--- config.mk ---
export PLATFORM = sky130hd
export DESIGN_NAME = mavlink_v1_frame_validator_top_flat
export DESIGN_NICKNAME = d
export VERILOG_FILES = /design/src/rtl/mvfv_pkg.sv /design/src/rtl/mvfv_in_if.sv /design/src/rtl/mvfv_out_if.sv /design/src/rtl/mvfv_front.sv /design/src/rtl/mvfv_queue.sv /design/src/rtl/mvfv_back.sv /design/src/rtl/mavlink_v1_frame_validator_top.sv /design/src/flat_wrapper.sv
export SDC_FILE = /design/constraint.sdc
export NUM_CORES = 1
export LEC_CHECK = 0
export ABC_AREA = 1
export BUFFER_PORTS_ARGS = -buffer_cell sky130_fd_sc_hd__buf_2
export CORE_ASPECT_RATIO = 0.5
export CORE_UTILIZATION = 34
export CTS_CLUSTER_DIAMETER = 150
export DETAILED_ROUTE_END_ITERATION = 16
export PLACE_DENSITY = 0.6
export SLEW_MARGIN = 20
export SYNTH_ARGS = -nofsm -noshare
export SYNTH_HDL_FRONTEND = slang
export SYNTH_SLANG_ARGS = --single-unit
--- constraint.sdc ---
create_clock -name clk -period 14.24 [get_ports clk]
set_input_delay 2.136 -clock clk [delete_from_list [all_inputs] [get_ports clk]]
set_output_delay 2.136 -clock clk [all_outputs]
set_load 0.05 [all_outputs]
--- src/rtl/mvfv_pkg.sv ---
// Package: shared types, constants and helper functions for the MAVLink v1 frame validator.
`timescale 1ns / 1ps

package mvfv_pkg;

  localparam logic [7:0] START_MARK  = 8'hFE;
  localparam logic [15:0] CRC_SEED   = 16'hFFFF;
  localparam logic [8:0] POS_MAX     = 9'd511;
  localparam logic [8:0] MIN_FRAME   = 9'd8;
  localparam logic [8:0] HDR_LAST    = 9'd5;
  localparam int unsigned QUEUE_DEPTH = 2;

  // Configuration port
  localparam int unsigned CFG_IDX_W  = 1;
  localparam int unsigned CFG_DATA_W = 8;
  localparam logic [CFG_IDX_W-1:0] CFG_SRC_ID = 1'd0;
  localparam logic [CFG_IDX_W-1:0] CFG_SEQ_ON = 1'd1;

  typedef enum logic [2:0] {
    ST_VALID        = 3'd0,
    ST_BAD_LENGTH   = 3'd1,
    ST_UNKNOWN_ID   = 3'd2,
    ST_BAD_CRC      = 3'd3,
    ST_BAD_SOURCE   = 3'd4,
    ST_BAD_SEQUENCE = 3'd5
  } status_t;

  typedef struct packed {
    logic [7:0] src_id;
    logic       seq_on;
  } cfg_t;

  // One queue entry: either a clear command or a fully assembled frame summary.
  typedef struct packed {
    logic        is_clear;
    logic        len_bad;
    logic [7:0]  seq;
    logic [7:0]  sys;
    logic [7:0]  comp;
    logic [7:0]  id;
    logic [7:0]  len;
    logic [15:0] crc;
    logic [15:0] trailer;
  } q_entry_t;

  // One byte of X.25 / MCRF4XX CRC.
  function automatic logic [15:0] crc_step(input logic [7:0] b, input logic [15:0] crc);
    logic [7:0] t;
    t = b ^ crc[7:0];
    t = t ^ {t[3:0], 4'b0};
    return {8'b0, crc[15:8]} ^ {t, 8'b0} ^ {5'b0, t, 3'b0} ^ {12'b0, t[7:4]};
  endfunction

  // Returns {known, extra byte} for a message id.
  function automatic logic [8:0] extra_lookup(input logic [7:0] id);
    logic [8:0] r;
    case (id)
      8'd0:    r = {1'b1, 8'd50};
      8'd1:    r = {1'b1, 8'd124};
      8'd24:   r = {1'b1, 8'd24};
      8'd30:   r = {1'b1, 8'd39};
      8'd33:   r = {1'b1, 8'd104};
      8'd74:   r = {1'b1, 8'd20};
      8'd76:   r = {1'b1, 8'd152};
      8'd77:   r = {1'b1, 8'd143};
      default: r = 9'd0;
    endcase
    return r;
  endfunction

endpackage

--- src/rtl/mvfv_in_if.sv ---
// Interface: input byte channel (valid/ready handshake).
`timescale 1ns / 1ps

interface mvfv_in_if;
  logic       valid;
  logic       ready;
  logic       command;
  logic [7:0] byte_value;
  logic       frame_end;

  modport source (output valid, command, byte_value, frame_end, input ready);
  modport sink   (input valid, command, byte_value, frame_end, output ready);
endinterface

--- src/rtl/mvfv_out_if.sv ---
// Interface: result channel (valid/ready handshake).
`timescale 1ns / 1ps

interface mvfv_out_if;
  logic       valid;
  logic       ready;
  logic [2:0] status;
  logic [7:0] frame_sequence;
  logic [7:0] source_system;
  logic [7:0] source_component;
  logic [7:0] message_kind;
  logic [7:0] payload_length;
  logic [7:0] last_good_sequence;

  modport source (output valid, status, frame_sequence, source_system, source_component,
                  message_kind, payload_length, last_good_sequence, input ready);
  modport sink   (input valid, status, frame_sequence, source_system, source_component,
                  message_kind, payload_length, last_good_sequence, output ready);
endinterface

--- src/rtl/mvfv_front.sv ---
// Front end: assembles frame bytes, runs the CRC, emits one queue entry per frame or clear.
`timescale 1ns / 1ps

module mvfv_front
  import mvfv_pkg::*;
(
  input  logic     clk,
  input  logic     rst_n,
  mvfv_in_if.sink  in_ch,
  input  logic     q_full,
  output logic     q_push,
  output q_entry_t q_data
);

  logic [8:0]  pos_r, pos_nxt;
  logic        start_r, start_nxt;
  logic [7:0]  len_r, len_nxt;
  logic [31:0] hdr_r, hdr_nxt;
  logic [15:0] crc_r, crc_nxt;
  logic [15:0] trl_r, trl_nxt;
  logic        acc;

  assign in_ch.ready = !q_full;
  assign acc = in_ch.valid && !q_full;

  always_comb begin
    pos_nxt   = pos_r;
    start_nxt = start_r;
    len_nxt   = len_r;
    hdr_nxt   = hdr_r;
    crc_nxt   = crc_r;
    trl_nxt   = trl_r;
    q_push    = 1'b0;
    q_data    = '0;
    if (acc) begin
      if (in_ch.command) begin
        q_push        = 1'b1;
        q_data.is_clear = 1'b1;
      end else begin
        case (pos_r)
          9'd0:    start_nxt = (in_ch.byte_value == START_MARK);
          9'd1:    len_nxt = in_ch.byte_value;
          9'd2:    hdr_nxt[7:0] = in_ch.byte_value;
          9'd3:    hdr_nxt[15:8] = in_ch.byte_value;
          9'd4:    hdr_nxt[23:16] = in_ch.byte_value;
          9'd5:    hdr_nxt[31:24] = in_ch.byte_value;
          default: ;
        endcase
        // CRC covers bytes 1 .. 5+length
        if (pos_r != 9'd0 && (pos_r <= HDR_LAST || pos_r <= HDR_LAST + {1'b0, len_r})) begin
          crc_nxt = crc_step(in_ch.byte_value, crc_r);
        end
        trl_nxt = {in_ch.byte_value, trl_r[15:8]};
        pos_nxt = (pos_r == POS_MAX) ? pos_r : pos_r + 9'd1;
        if (in_ch.frame_end) begin
          q_push          = 1'b1;
          q_data.is_clear = 1'b0;
          q_data.len_bad  = (pos_nxt < MIN_FRAME) || !start_nxt ||
                            (pos_nxt != MIN_FRAME + {1'b0, len_nxt});
          q_data.seq      = hdr_nxt[7:0];
          q_data.sys      = hdr_nxt[15:8];
          q_data.comp     = hdr_nxt[23:16];
          q_data.id       = hdr_nxt[31:24];
          q_data.len      = len_nxt;
          q_data.crc      = crc_nxt;
          q_data.trailer  = trl_nxt;
          pos_nxt   = '0;
          start_nxt = 1'b0;
          len_nxt   = '0;
          hdr_nxt   = '0;
          crc_nxt   = CRC_SEED;
          trl_nxt   = '0;
        end
      end
    end
  end

  always_ff @(posedge clk) begin
    if (!rst_n) begin
      pos_r   <= '0;
      start_r <= 1'b0;
      len_r   <= '0;
      hdr_r   <= '0;
      crc_r   <= CRC_SEED;
      trl_r   <= '0;
    end else begin
      pos_r   <= pos_nxt;
      start_r <= start_nxt;
      len_r   <= len_nxt;
      hdr_r   <= hdr_nxt;
      crc_r   <= crc_nxt;
      trl_r   <= trl_nxt;
    end
  end

endmodule

--- src/rtl/mvfv_queue.sv ---
// Small FIFO of frame summaries and clear commands between front end and checker.
`timescale 1ns / 1ps

module mvfv_queue
  import mvfv_pkg::*;
#(
  parameter int unsigned DEPTH = QUEUE_DEPTH
) (
  input  logic     clk,
  input  logic     rst_n,
  input  logic     push,
  input  q_entry_t push_data,
  input  logic     pop,
  output q_entry_t head,
  output logic     head_valid,
  output logic     full
);

  localparam int unsigned AW = (DEPTH > 1) ? $clog2(DEPTH) : 1;
  localparam int unsigned CW = $clog2(DEPTH + 1);

  q_entry_t        mem_r [DEPTH];
  logic [AW-1:0]   wp_r, rp_r;
  logic [CW-1:0]   cnt_r;
  logic            do_push, do_pop;

  assign full       = (cnt_r == CW'(DEPTH));
  assign head_valid = (cnt_r != '0);
  assign head       = mem_r[rp_r];
  assign do_push    = push && !full;
  assign do_pop     = pop && head_valid;

  always_ff @(posedge clk) begin
    if (do_push) begin
      mem_r[wp_r] <= push_data;
    end
  end

  always_ff @(posedge clk) begin
    if (!rst_n) begin
      wp_r  <= '0;
      rp_r  <= '0;
      cnt_r <= '0;
    end else begin
      if (do_push) begin
        wp_r <= (wp_r == AW'(DEPTH - 1)) ? '0 : wp_r + 1'b1;
      end
      if (do_pop) begin
        rp_r <= (rp_r == AW'(DEPTH - 1)) ? '0 : rp_r + 1'b1;
      end
      if (do_push && !do_pop) begin
        cnt_r <= cnt_r + 1'b1;
      end else if (!do_push && do_pop) begin
        cnt_r <= cnt_r - 1'b1;
      end
    end
  end

endmodule

--- src/rtl/mvfv_back.sv ---
// Back end: final CRC byte, priority checks, sequence history and the output register.
`timescale 1ns / 1ps

module mvfv_back
  import mvfv_pkg::*;
(
  input  logic      clk,
  input  logic      rst_n,
  input  cfg_t      cfg,
  input  q_entry_t  head,
  input  logic      head_valid,
  output logic      pop,
  mvfv_out_if.source out_ch
);

  logic       out_valid_r;
  status_t    status_r;
  logic [7:0] seq_r, sys_r, comp_r, id_r, len_r, last_r;
  logic [7:0] prev_r, prev_nxt;
  logic       have_r, have_nxt;
  logic [8:0] lk;
  status_t    status_c;
  logic       load;

  assign lk = extra_lookup(head.id);

  always_comb begin
    if (head.len_bad) begin
      status_c = ST_BAD_LENGTH;
    end else if (!lk[8]) begin
      status_c = ST_UNKNOWN_ID;
    end else if (crc_step(lk[7:0], head.crc) != head.trailer) begin
      status_c = ST_BAD_CRC;
    end else if (cfg.src_id != 8'd0 && head.sys != cfg.src_id) begin
      status_c = ST_BAD_SOURCE;
    end else if (cfg.seq_on && have_r && head.seq != prev_r + 8'd1) begin
      status_c = ST_BAD_SEQUENCE;
    end else begin
      status_c = ST_VALID;
    end
  end

  // clears never wait on the output register
  assign pop  = head_valid && (head.is_clear || !out_valid_r || out_ch.ready);
  assign load = pop && !head.is_clear;

  always_comb begin
    prev_nxt = prev_r;
    have_nxt = have_r;
    if (pop) begin
      if (head.is_clear) begin
        prev_nxt = '0;
        have_nxt = 1'b0;
      end else if (status_c == ST_VALID && cfg.seq_on) begin
        prev_nxt = head.seq;
        have_nxt = 1'b1;
      end
    end
  end

  always_ff @(posedge clk) begin
    if (!rst_n) begin
      out_valid_r <= 1'b0;
      prev_r      <= '0;
      have_r      <= 1'b0;
    end else begin
      prev_r <= prev_nxt;
      have_r <= have_nxt;
      if (load) begin
        out_valid_r <= 1'b1;
      end else if (out_ch.ready) begin
        out_valid_r <= 1'b0;
      end
    end
  end

  always_ff @(posedge clk) begin
    if (load) begin
      status_r <= status_c;
      seq_r    <= head.seq;
      sys_r    <= head.sys;
      comp_r   <= head.comp;
      id_r     <= head.id;
      len_r    <= head.len;
      last_r   <= prev_nxt;
    end
  end

  assign out_ch.valid              = out_valid_r;
  assign out_ch.status             = status_r;
  assign out_ch.frame_sequence     = seq_r;
  assign out_ch.source_system      = sys_r;
  assign out_ch.source_component   = comp_r;
  assign out_ch.message_kind       = id_r;
  assign out_ch.payload_length     = len_r;
  assign out_ch.last_good_sequence = last_r;

endmodule

--- src/rtl/mavlink_v1_frame_validator_top.sv ---
// Top level: MAVLink v1 frame validator with configuration registers.
`timescale 1ns / 1ps

// Usage
//  in_ch  : one item per byte. command=0 carries byte_value, frame_end marks
//           the last byte of a frame. command=1 clears sequence history and
//           produces no result.
//  out_ch : one result per frame, status plus the header fields and the
//           stored sequence after the check.
//  cfg_*  : write port, index 0 = expected source id (0 = any), index 1 =
//           sequence check enable. Write only while no frame is in flight.
// Timing
//  One byte per cycle sustained while the queue is not full; the CRC is updated
//  one byte per cycle in the front end. A result is written to the queue at the
//  edge that accepts its last byte and then loaded into the checker's output
//  register. The checker finishes one frame per cycle, limited by its output
//  register: it loads only while that register is empty or out_ch.ready is high.
// Stall / reset
//  A stalled receiver holds the result; the queue (QUEUE_DEPTH entries) keeps
//  taking frames, and in_ch.ready drops only when the queue is full.
//  Synchronous reset clears frame assembly, queue, sequence history and the
//  configuration registers; no clearing pass is needed.
module mavlink_v1_frame_validator_top
  import mvfv_pkg::*;
#(
  parameter int unsigned QUEUE_DEPTH_P = QUEUE_DEPTH
) (
  input  logic                  clk,
  input  logic                  rst_n,
  mvfv_in_if.sink               in_ch,
  mvfv_out_if.source            out_ch,
  input  logic                  cfg_we,
  input  logic [CFG_IDX_W-1:0]  cfg_index,
  input  logic [CFG_DATA_W-1:0] cfg_data
);

  cfg_t     cfg_r;
  q_entry_t push_data, head;
  logic     push, pop, head_valid, q_full;

  always_ff @(posedge clk) begin
    if (!rst_n) begin
      cfg_r <= '0;
    end else if (cfg_we) begin
      case (cfg_index)
        CFG_SRC_ID: cfg_r.src_id <= cfg_data;
        CFG_SEQ_ON: cfg_r.seq_on <= cfg_data[0];
        default:    ;
      endcase
    end
  end

  mvfv_front u_front (
    .clk    (clk),
    .rst_n  (rst_n),
    .in_ch  (in_ch),
    .q_full (q_full),
    .q_push (push),
    .q_data (push_data)
  );

  mvfv_queue #(
    .DEPTH (QUEUE_DEPTH_P)
  ) u_queue (
    .clk        (clk),
    .rst_n      (rst_n),
    .push       (push),
    .push_data  (push_data),
    .pop        (pop),
    .head       (head),
    .head_valid (head_valid),
    .full       (q_full)
  );

  mvfv_back u_back (
    .clk        (clk),
    .rst_n      (rst_n),
    .cfg        (cfg_r),
    .head       (head),
    .head_valid (head_valid),
    .pop        (pop),
    .out_ch     (out_ch)
  );

endmodule

--- src/flat_wrapper.sv ---
// flat-port wrapper written by rule: the top's interface ports become plain ports
module mavlink_v1_frame_validator_top_flat import mvfv_pkg::*;
#(
  parameter int unsigned QUEUE_DEPTH_P = QUEUE_DEPTH
)
  (clk, rst_n, cfg_we, cfg_index, cfg_data, in_ch_valid, in_ch_command, in_ch_byte_value, in_ch_frame_end, in_ch_ready, out_ch_valid, out_ch_status, out_ch_frame_sequence, out_ch_source_system, out_ch_source_component, out_ch_message_kind, out_ch_payload_length, out_ch_last_good_sequence, out_ch_ready);
  mvfv_in_if in_ch_i ();
  mvfv_out_if out_ch_i ();
  input  logic clk;
  input  logic rst_n;
  input  logic cfg_we;
  input  logic [CFG_IDX_W-1:0] cfg_index;
  input  logic [CFG_DATA_W-1:0] cfg_data;
  input wire logic [$bits(in_ch_i.valid)-1:0] in_ch_valid;
  input wire logic [$bits(in_ch_i.command)-1:0] in_ch_command;
  input wire logic [$bits(in_ch_i.byte_value)-1:0] in_ch_byte_value;
  input wire logic [$bits(in_ch_i.frame_end)-1:0] in_ch_frame_end;
  output wire logic [$bits(in_ch_i.ready)-1:0] in_ch_ready;
  output wire logic [$bits(out_ch_i.valid)-1:0] out_ch_valid;
  output wire logic [$bits(out_ch_i.status)-1:0] out_ch_status;
  output wire logic [$bits(out_ch_i.frame_sequence)-1:0] out_ch_frame_sequence;
  output wire logic [$bits(out_ch_i.source_system)-1:0] out_ch_source_system;
  output wire logic [$bits(out_ch_i.source_component)-1:0] out_ch_source_component;
  output wire logic [$bits(out_ch_i.message_kind)-1:0] out_ch_message_kind;
  output wire logic [$bits(out_ch_i.payload_length)-1:0] out_ch_payload_length;
  output wire logic [$bits(out_ch_i.last_good_sequence)-1:0] out_ch_last_good_sequence;
  input wire logic [$bits(out_ch_i.ready)-1:0] out_ch_ready;
  assign in_ch_i.valid = in_ch_valid;
  assign in_ch_i.command = in_ch_command;
  assign in_ch_i.byte_value = in_ch_byte_value;
  assign in_ch_i.frame_end = in_ch_frame_end;
  assign in_ch_ready = in_ch_i.ready;
  assign out_ch_valid = out_ch_i.valid;
  assign out_ch_status = out_ch_i.status;
  assign out_ch_frame_sequence = out_ch_i.frame_sequence;
  assign out_ch_source_system = out_ch_i.source_system;
  assign out_ch_source_component = out_ch_i.source_component;
  assign out_ch_message_kind = out_ch_i.message_kind;
  assign out_ch_payload_length = out_ch_i.payload_length;
  assign out_ch_last_good_sequence = out_ch_i.last_good_sequence;
  assign out_ch_i.ready = out_ch_ready;
  mavlink_v1_frame_validator_top #(.QUEUE_DEPTH_P(QUEUE_DEPTH_P)) u_core (.clk(clk), .rst_n(rst_n), .in_ch(in_ch_i), .out_ch(out_ch_i), .cfg_we(cfg_we), .cfg_index(cfg_index), .cfg_data(cfg_data));
endmodule
## Word-level counts from Yosys, hierarchy flattened

Memories as Yosys holds them, arrays and structs flattened. A register that Yosys moved wholly into a read port is not among the register bits.
Cells that the tools add are included.

| operators by class | value |
|---|---|
| bitwise operators | 12 |
| reduce and logical (&&, ||, !) cells | 36 |
| order comparisons | 3 |
| eq/ne operators | 19 |
| add/sub/neg operators | 8 |
| multiplexer cells | 46 |

Operators with widths:

| kind | count |
|---|---|
| $mux W73 | 2 |
| $mux W8 | 11 |
| $mux W74 | 1 |
| $pmux W9 S8 | 1 |
| $mux W16 | 3 |
| $mux W32 | 1 |
| $xor A16 B11 Y16 | 2 |
| $xor A16 B4 Y16 | 2 |
| $xor A8 B16 Y16 | 2 |
| $xor A8 B8 Y8 | 4 |
| $eq A8 B7 Y1 const B | 3 |
| $eq A9 B2 Y1 const B | 2 |
| $eq A9 B3 Y1 const B | 2 |
| $mux W1 | 18 |
| $mux W9 | 2 |
| $eq A8 B5 Y1 const B | 2 |
| $ne A16 B16 Y1 | 1 |
| $ne A8 B8 Y1 | 2 |
| $mux W3 | 5 |
| $logic_and A1 B1 Y1 | 12 |
| $add A3 B8 Y9 const A | 1 |
| $add A4 B8 Y9 const A | 1 |
| $add A9 B1 Y9 const B | 1 |
| $eq A9 B1 Y1 const B | 1 |
| other kinds (24) | 42 |

| storage, ports and cells | value |
|---|---|
| bits of input ports | 24 |
| memory bits (writable) | 148 |
| bits in registers | 156 |
| memories | 1 |
| word-level logic and storage cells | 146 |

Memories:

| name | words | width | read ports | clocked after memory_dff | write ports | line | text |
|---|---|---|---|---|---|---|---|
| u_core.u_queue.mem_r | 2 | 74 | 1 | 1 | 1 | mvfv_queue.sv:22 | `q_entry_t mem_r [DEPTH];` |

## Logic depth before layout (Yosys ltp)

| depth | value |
|---|---|
| word-level depth | 16 |
| depth in mapped cells | 29 |
| gate-level depth less buffers | 27 |

## By module

A second synthesis with hierarchy kept.

| second synthesis, totals | value |
|---|---|
| cell total of the unflattened synthesis | 1625 |
| area total of the unflattened synthesis | 15214.6 um^2 |

By module, submodules not included:

| module | area each (um^2) | sequential area each (um^2) | times used | cells an instance |
|---|---|---|---|---|
| mvfv_queue | 5831.8 | 4544.4 | 1 | 267 |
| mvfv_front | 5157.4 | 1481.4 | 1 | 815 |
| mvfv_back | 3809.9 | 1731.7 | 1 | 485 |
| mavlink_v1_frame_validator_top | 415.4 | 180.2 | 1 | 58 |

## Worst setup path before layout

No wires, ideal clock.

| timing path | value |
|---|---|
| path kind | in2reg |
| from | in in_ch_frame_end |
| to | mem u_core.u_queue.mem_r[1][0] (netlist bit), enable pin |
| stages on the path | 4 |
| arrival | 5710 ps |
| setup slack | 8022 ps |
| library setup time | 508 ps |
| required time | 13732 ps |
| path through | clkinv_1 -> a21oi_1 -> inv_1 -> nor2_1 |

| on the way | value |
|---|---|
| word-level cells in the longest chain between the ends | 6 |

Ends and longest elaborated chain:

| item | line | text |
|---|---|---|
| start: declaration | flat_wrapper.sv:17 | `input wire logic [$bits(in_ch_i.frame_end)-1:0] in_ch_frame_end;` |
| $mux W1 | mvfv_front.sv:55 | `if (in_ch.frame_end) begin` |
| $mux W1 | mvfv_front.sv:36 | `if (in_ch.command) begin` |
| $mux W1 | mvfv_front.sv:35 | `if (acc) begin` |
| $logic_and A1 B1 Y1 | mvfv_queue.sv:30 | `assign do_push = push && !full;` |
| via u_core.u_queue.do_push | mvfv_queue.sv:25 | `logic do_push, do_pop;` |
| $mux W1 | mvfv_queue.sv:34 | `if (do_push) begin` |
| $mux W1 (implied by the code) | mvfv_queue.sv:35 | `mem_r[wp_r] <= push_data;` |
| end: declaration | mvfv_queue.sv:22 |  |

The timed path passes the listed nets, and every way through them passes these cells.

## Final worst setup path

| timing path | value |
|---|---|
| from | in in_ch_valid |
| to | reg u_core.u_front.hdr_r[12] |

| on the way | value |
|---|---|
| word-level cells in the longest chain between the ends | 2 |

Ends and longest elaborated chain:

| item | line | text |
|---|---|---|
| start: declaration | flat_wrapper.sv:14 | `input wire logic [$bits(in_ch_i.valid)-1:0] in_ch_valid;` |
| $logic_and A1 B1 Y1 | mvfv_front.sv:24 | `assign acc = in_ch.valid && !q_full;` |
| $reduce_and A2 Y1 (no line) | -- |  |
| end signal: assignment | mvfv_front.sv:90 | `hdr_r <= hdr_nxt;` |
| end: declaration | mvfv_front.sv:18 | `logic [31:0] hdr_r, hdr_nxt;` |

No other way between the ends.
A chain may end at the register's enable or synchronous reset.

==> run metrics <==
status finished, final reports clean; row count 52; setup bufs post-CTS 0; Starting Density 34.6%; period utilization between 30% and 40%; unrepaired setup endpoints after global routing no; crit path max fanout roughly 60; P_leak 6.32 nW; Least-Margin Pin Slew between 1000 and 1500 ps; area occupied by multi-input gates 5260 µm²; Net Sw Frac roughly 36%; Clock Skew roughly 12 ps; DIE HEIGHT 146 µm; Post-Syn Area 14000 µm²; # setup viols final 0; Final TNS setup 0 ps; top cell type's share of synthesized area between 40% and 50%; placed inst area 14900 µm²; DRT Pass-1 Iters 5; hpwl dp between 20 and 25 mm; Setup WS post-layout 9370 ps; Hold-fix buffers, CTS 0; Layout Nets 1648; Post-Syn Nets ~1.6k; Primary FF master, synth edfxtp_1; cts repair resizes 0; GPL Wtd Cong 0.865; EDFF count, synth 199; Area contributors post-synth edfxtp_1, dfxtp_1, nand2_1, nor2_1, inv_1; most frequent cells in the layout nand2_1, edfxtp_1, nor2_1; clk slew on worst S/H paths about 60 ps; pwr dens 178 nW/µm²; core box area between 40000 and 50000 µm²; Psw just over 1 mW; Worst Path Required ~15000 ps; DRC Markers 0; worst reg-to-reg path cell count 25; per-cell routed wire length 15.0 µm; Internal ~1.8 mW; Logic pwr share a little under a third; Final Slew Violations 0; fin area around 16000 µm²; CTS tree done; drt total wl ~32 mm; grt ovf 0; ys async rst share 0%; Worst Setup End Kind flop; Hold Path Class reg2reg; I/O Buffers between 70 and 80; maxcap violations 0; Worst Setup SP in_ch_valid; first-pass GRT wire length between 50 and 60 mm; Via density 4.77; f_max 205 MHz; Max VDD drop roughly 0.000095 V; min Tclk post-route 4870 ps; Die W between 200 and 300 µm; CTS HTree Levels 1; WS Path Type in2reg; Clock Tree Buf Depth 3; post-synthesis cell type count 47; initial antenna violation count 0; R2R setup slack just under 10000 ps; Final Hold Vio Count 0; fillcell total just over 4k; TritonCTS Buffers 30; Total Power around 2.8 mW; Reg-to-Reg End u_core.u_back.out_ch.last_good_sequence[3]; largest area contributor in the netlist edfxtp_1; Syn Inst Count between 1.5k and 2k; critical path endpoint u_core.u_front.hdr_r[12]; Tot GR Track Use 15.3%; share of total power in the clock network between 30% and 40%; Initial DRC Count 724; Clock Latency Late Sink about 570 ps; Diodes inserted 0; Hold Startpoint u_core.u_front.hdr_r[13]; Seq/Total Area, Yosys a little under three fifths; IO Pins between 70 and 80; Reg area a little under 8000 µm²; clock sinks just under 300; sequential power share between 30% and 40%; Place WS about 9100 ps; startpoint types primary input; largest net degree at the start of global routing between 60 and 70; share of layout cells above drive strength 1 between 10% and 20%; Yosys reg bits approximately 300; syn avg cell area just over 9 µm²; relative slew slack 31.7%; most common cell after layout, fill and taps aside nand2_1; vias in the first global route 9396; Yosys warning total 0; die area around 42000 µm²; area grow syn2layout 13.9%; Vias approximately 10k; Routed Antenna Nets 0; CTS Root Cell clkbuf_16; Min Hold Slack 462 ps; WP data arrival between 5000 and 6000 ps
==> final cells by class <==
class                      count  area share (%)
inverter                     158            3.74
multi-input combinational   1033            32.9
clock inverter                20            1.69
clock buffer                  36            4.97
tap                          540            4.22
sequential                   297            49.6
timing repair buffer          87            2.89
==> power groups by stage <==
| stage | logic, mW | clock network (mW) | registers [mW] |
|---|---|---|---|
| after floorplan | 0.487 | 0 | 1.33 |
| after global placement | 0.866 | 0 | 1.14 |
| after detailed placement | 0.876 | 0 | 1.14 |
| after CTS | 0.879 | 0.866 | 1.13 |
| after global routing | 0.956 | 0.901 | 1.14 |
| final | 0.869 | 0.852 | 1.12 |
==> per-layer routing <==
layer	GRT usage, %	up-vias	wire length, µm	share of wire [%]
met5	0	-	0	0
met4	3.32	0	627	1.9
met3	2.18	43	1620	5.0
met2	23.5	238	14100	43
met1	22.8	4849	16100	50
li1	-	5219	-	-
==> kinds of logic (layout without fill, tap and decap cells) <==
logic type	Yosys count	after routing	share of synthesized area, %
AO/OA/AOI/OAI	219	219	8.74
XOR/XNOR	73	73	4.66
adder cells (fa/ha/maj)	17	17	1.51
buffers and inverters	216	301	6.18
flip-flops	297	297	56.5
multiplexers	9	9	0.641
AND/OR/NAND/NOR	715	715	21.7
==> synthesized netlist by cell type, types with 5 or more instances <==
master    count
a211o_1      10
a21oi_1      72
buf_2         5
clkbuf_1     46
dfxtp_1      98
edfxtp_1    199
ha_1         17
inv_1       153
mux2i_1       9
nand2_1     401
nand2_2      19
nand3_1      55
nand3b_1     10
nand4_1      12
nor2_1      159
nor4_1        5
o211ai_1      7
o21ai_0      97
o22ai_1      18
or2_2        36
xnor2_1      40
xor2_1       31
==> state kept, by name (all words and copies together) (netlist names), 2 cells and up, named ones only <==
signal	flops
u_core.u_back.out_ch.status	3
u_core.u_back.prev_r	8
u_core.u_front.pos_r	9
u_core.u_back.out_ch.last_good_sequence	8
u_core.u_back.out_ch.frame_sequence	8
u_core.u_front.trl_r	8
u_core.u_queue.mem_r	148
u_core.u_back.out_ch.source_component	8
u_core.u_back.out_ch.message_kind	8
u_core.u_front.len_r	8
u_core.u_back.out_ch.payload_length	8
u_core.u_back.out_ch.source_system	8
u_core.u_front.crc_r	16
u_core.u_queue.cnt_r	2
u_core.cfg_r	9
u_core.u_front.hdr_r	32
==> critical path: stages <==
cell	delay, ps
buf_2	70
nand2_1	100
nor2_2	90
buf_4	310
inv_2	160
buf_4	350
nor2_1	160
buf_4	300
clkinv_1	870
or2_2	620
a21oi_1	150
==> worst min path at each step <==
stage	cells after the start	end	slack, ps
after floorplan	1	flop	430
final	2	u_core.u_front.hdr_r[13]	460
after global routing	2	u_core.u_front.hdr_r[11]	470
after detailed placement	1	flop	440
after global placement	1	flop	430
after CTS	2	u_core.u_front.hdr_r[13]	460
==> through the flow <==
stage | util, % | instances
floorplan | - | 1546
global placement | 36.8 | 2115
detailed placement | 36.8 | 2115
CTS | 39.4 | 2171
global route | 39.4 | 2171
finish | 39.4 | 2171
Power figures use the tool's default switching activity.
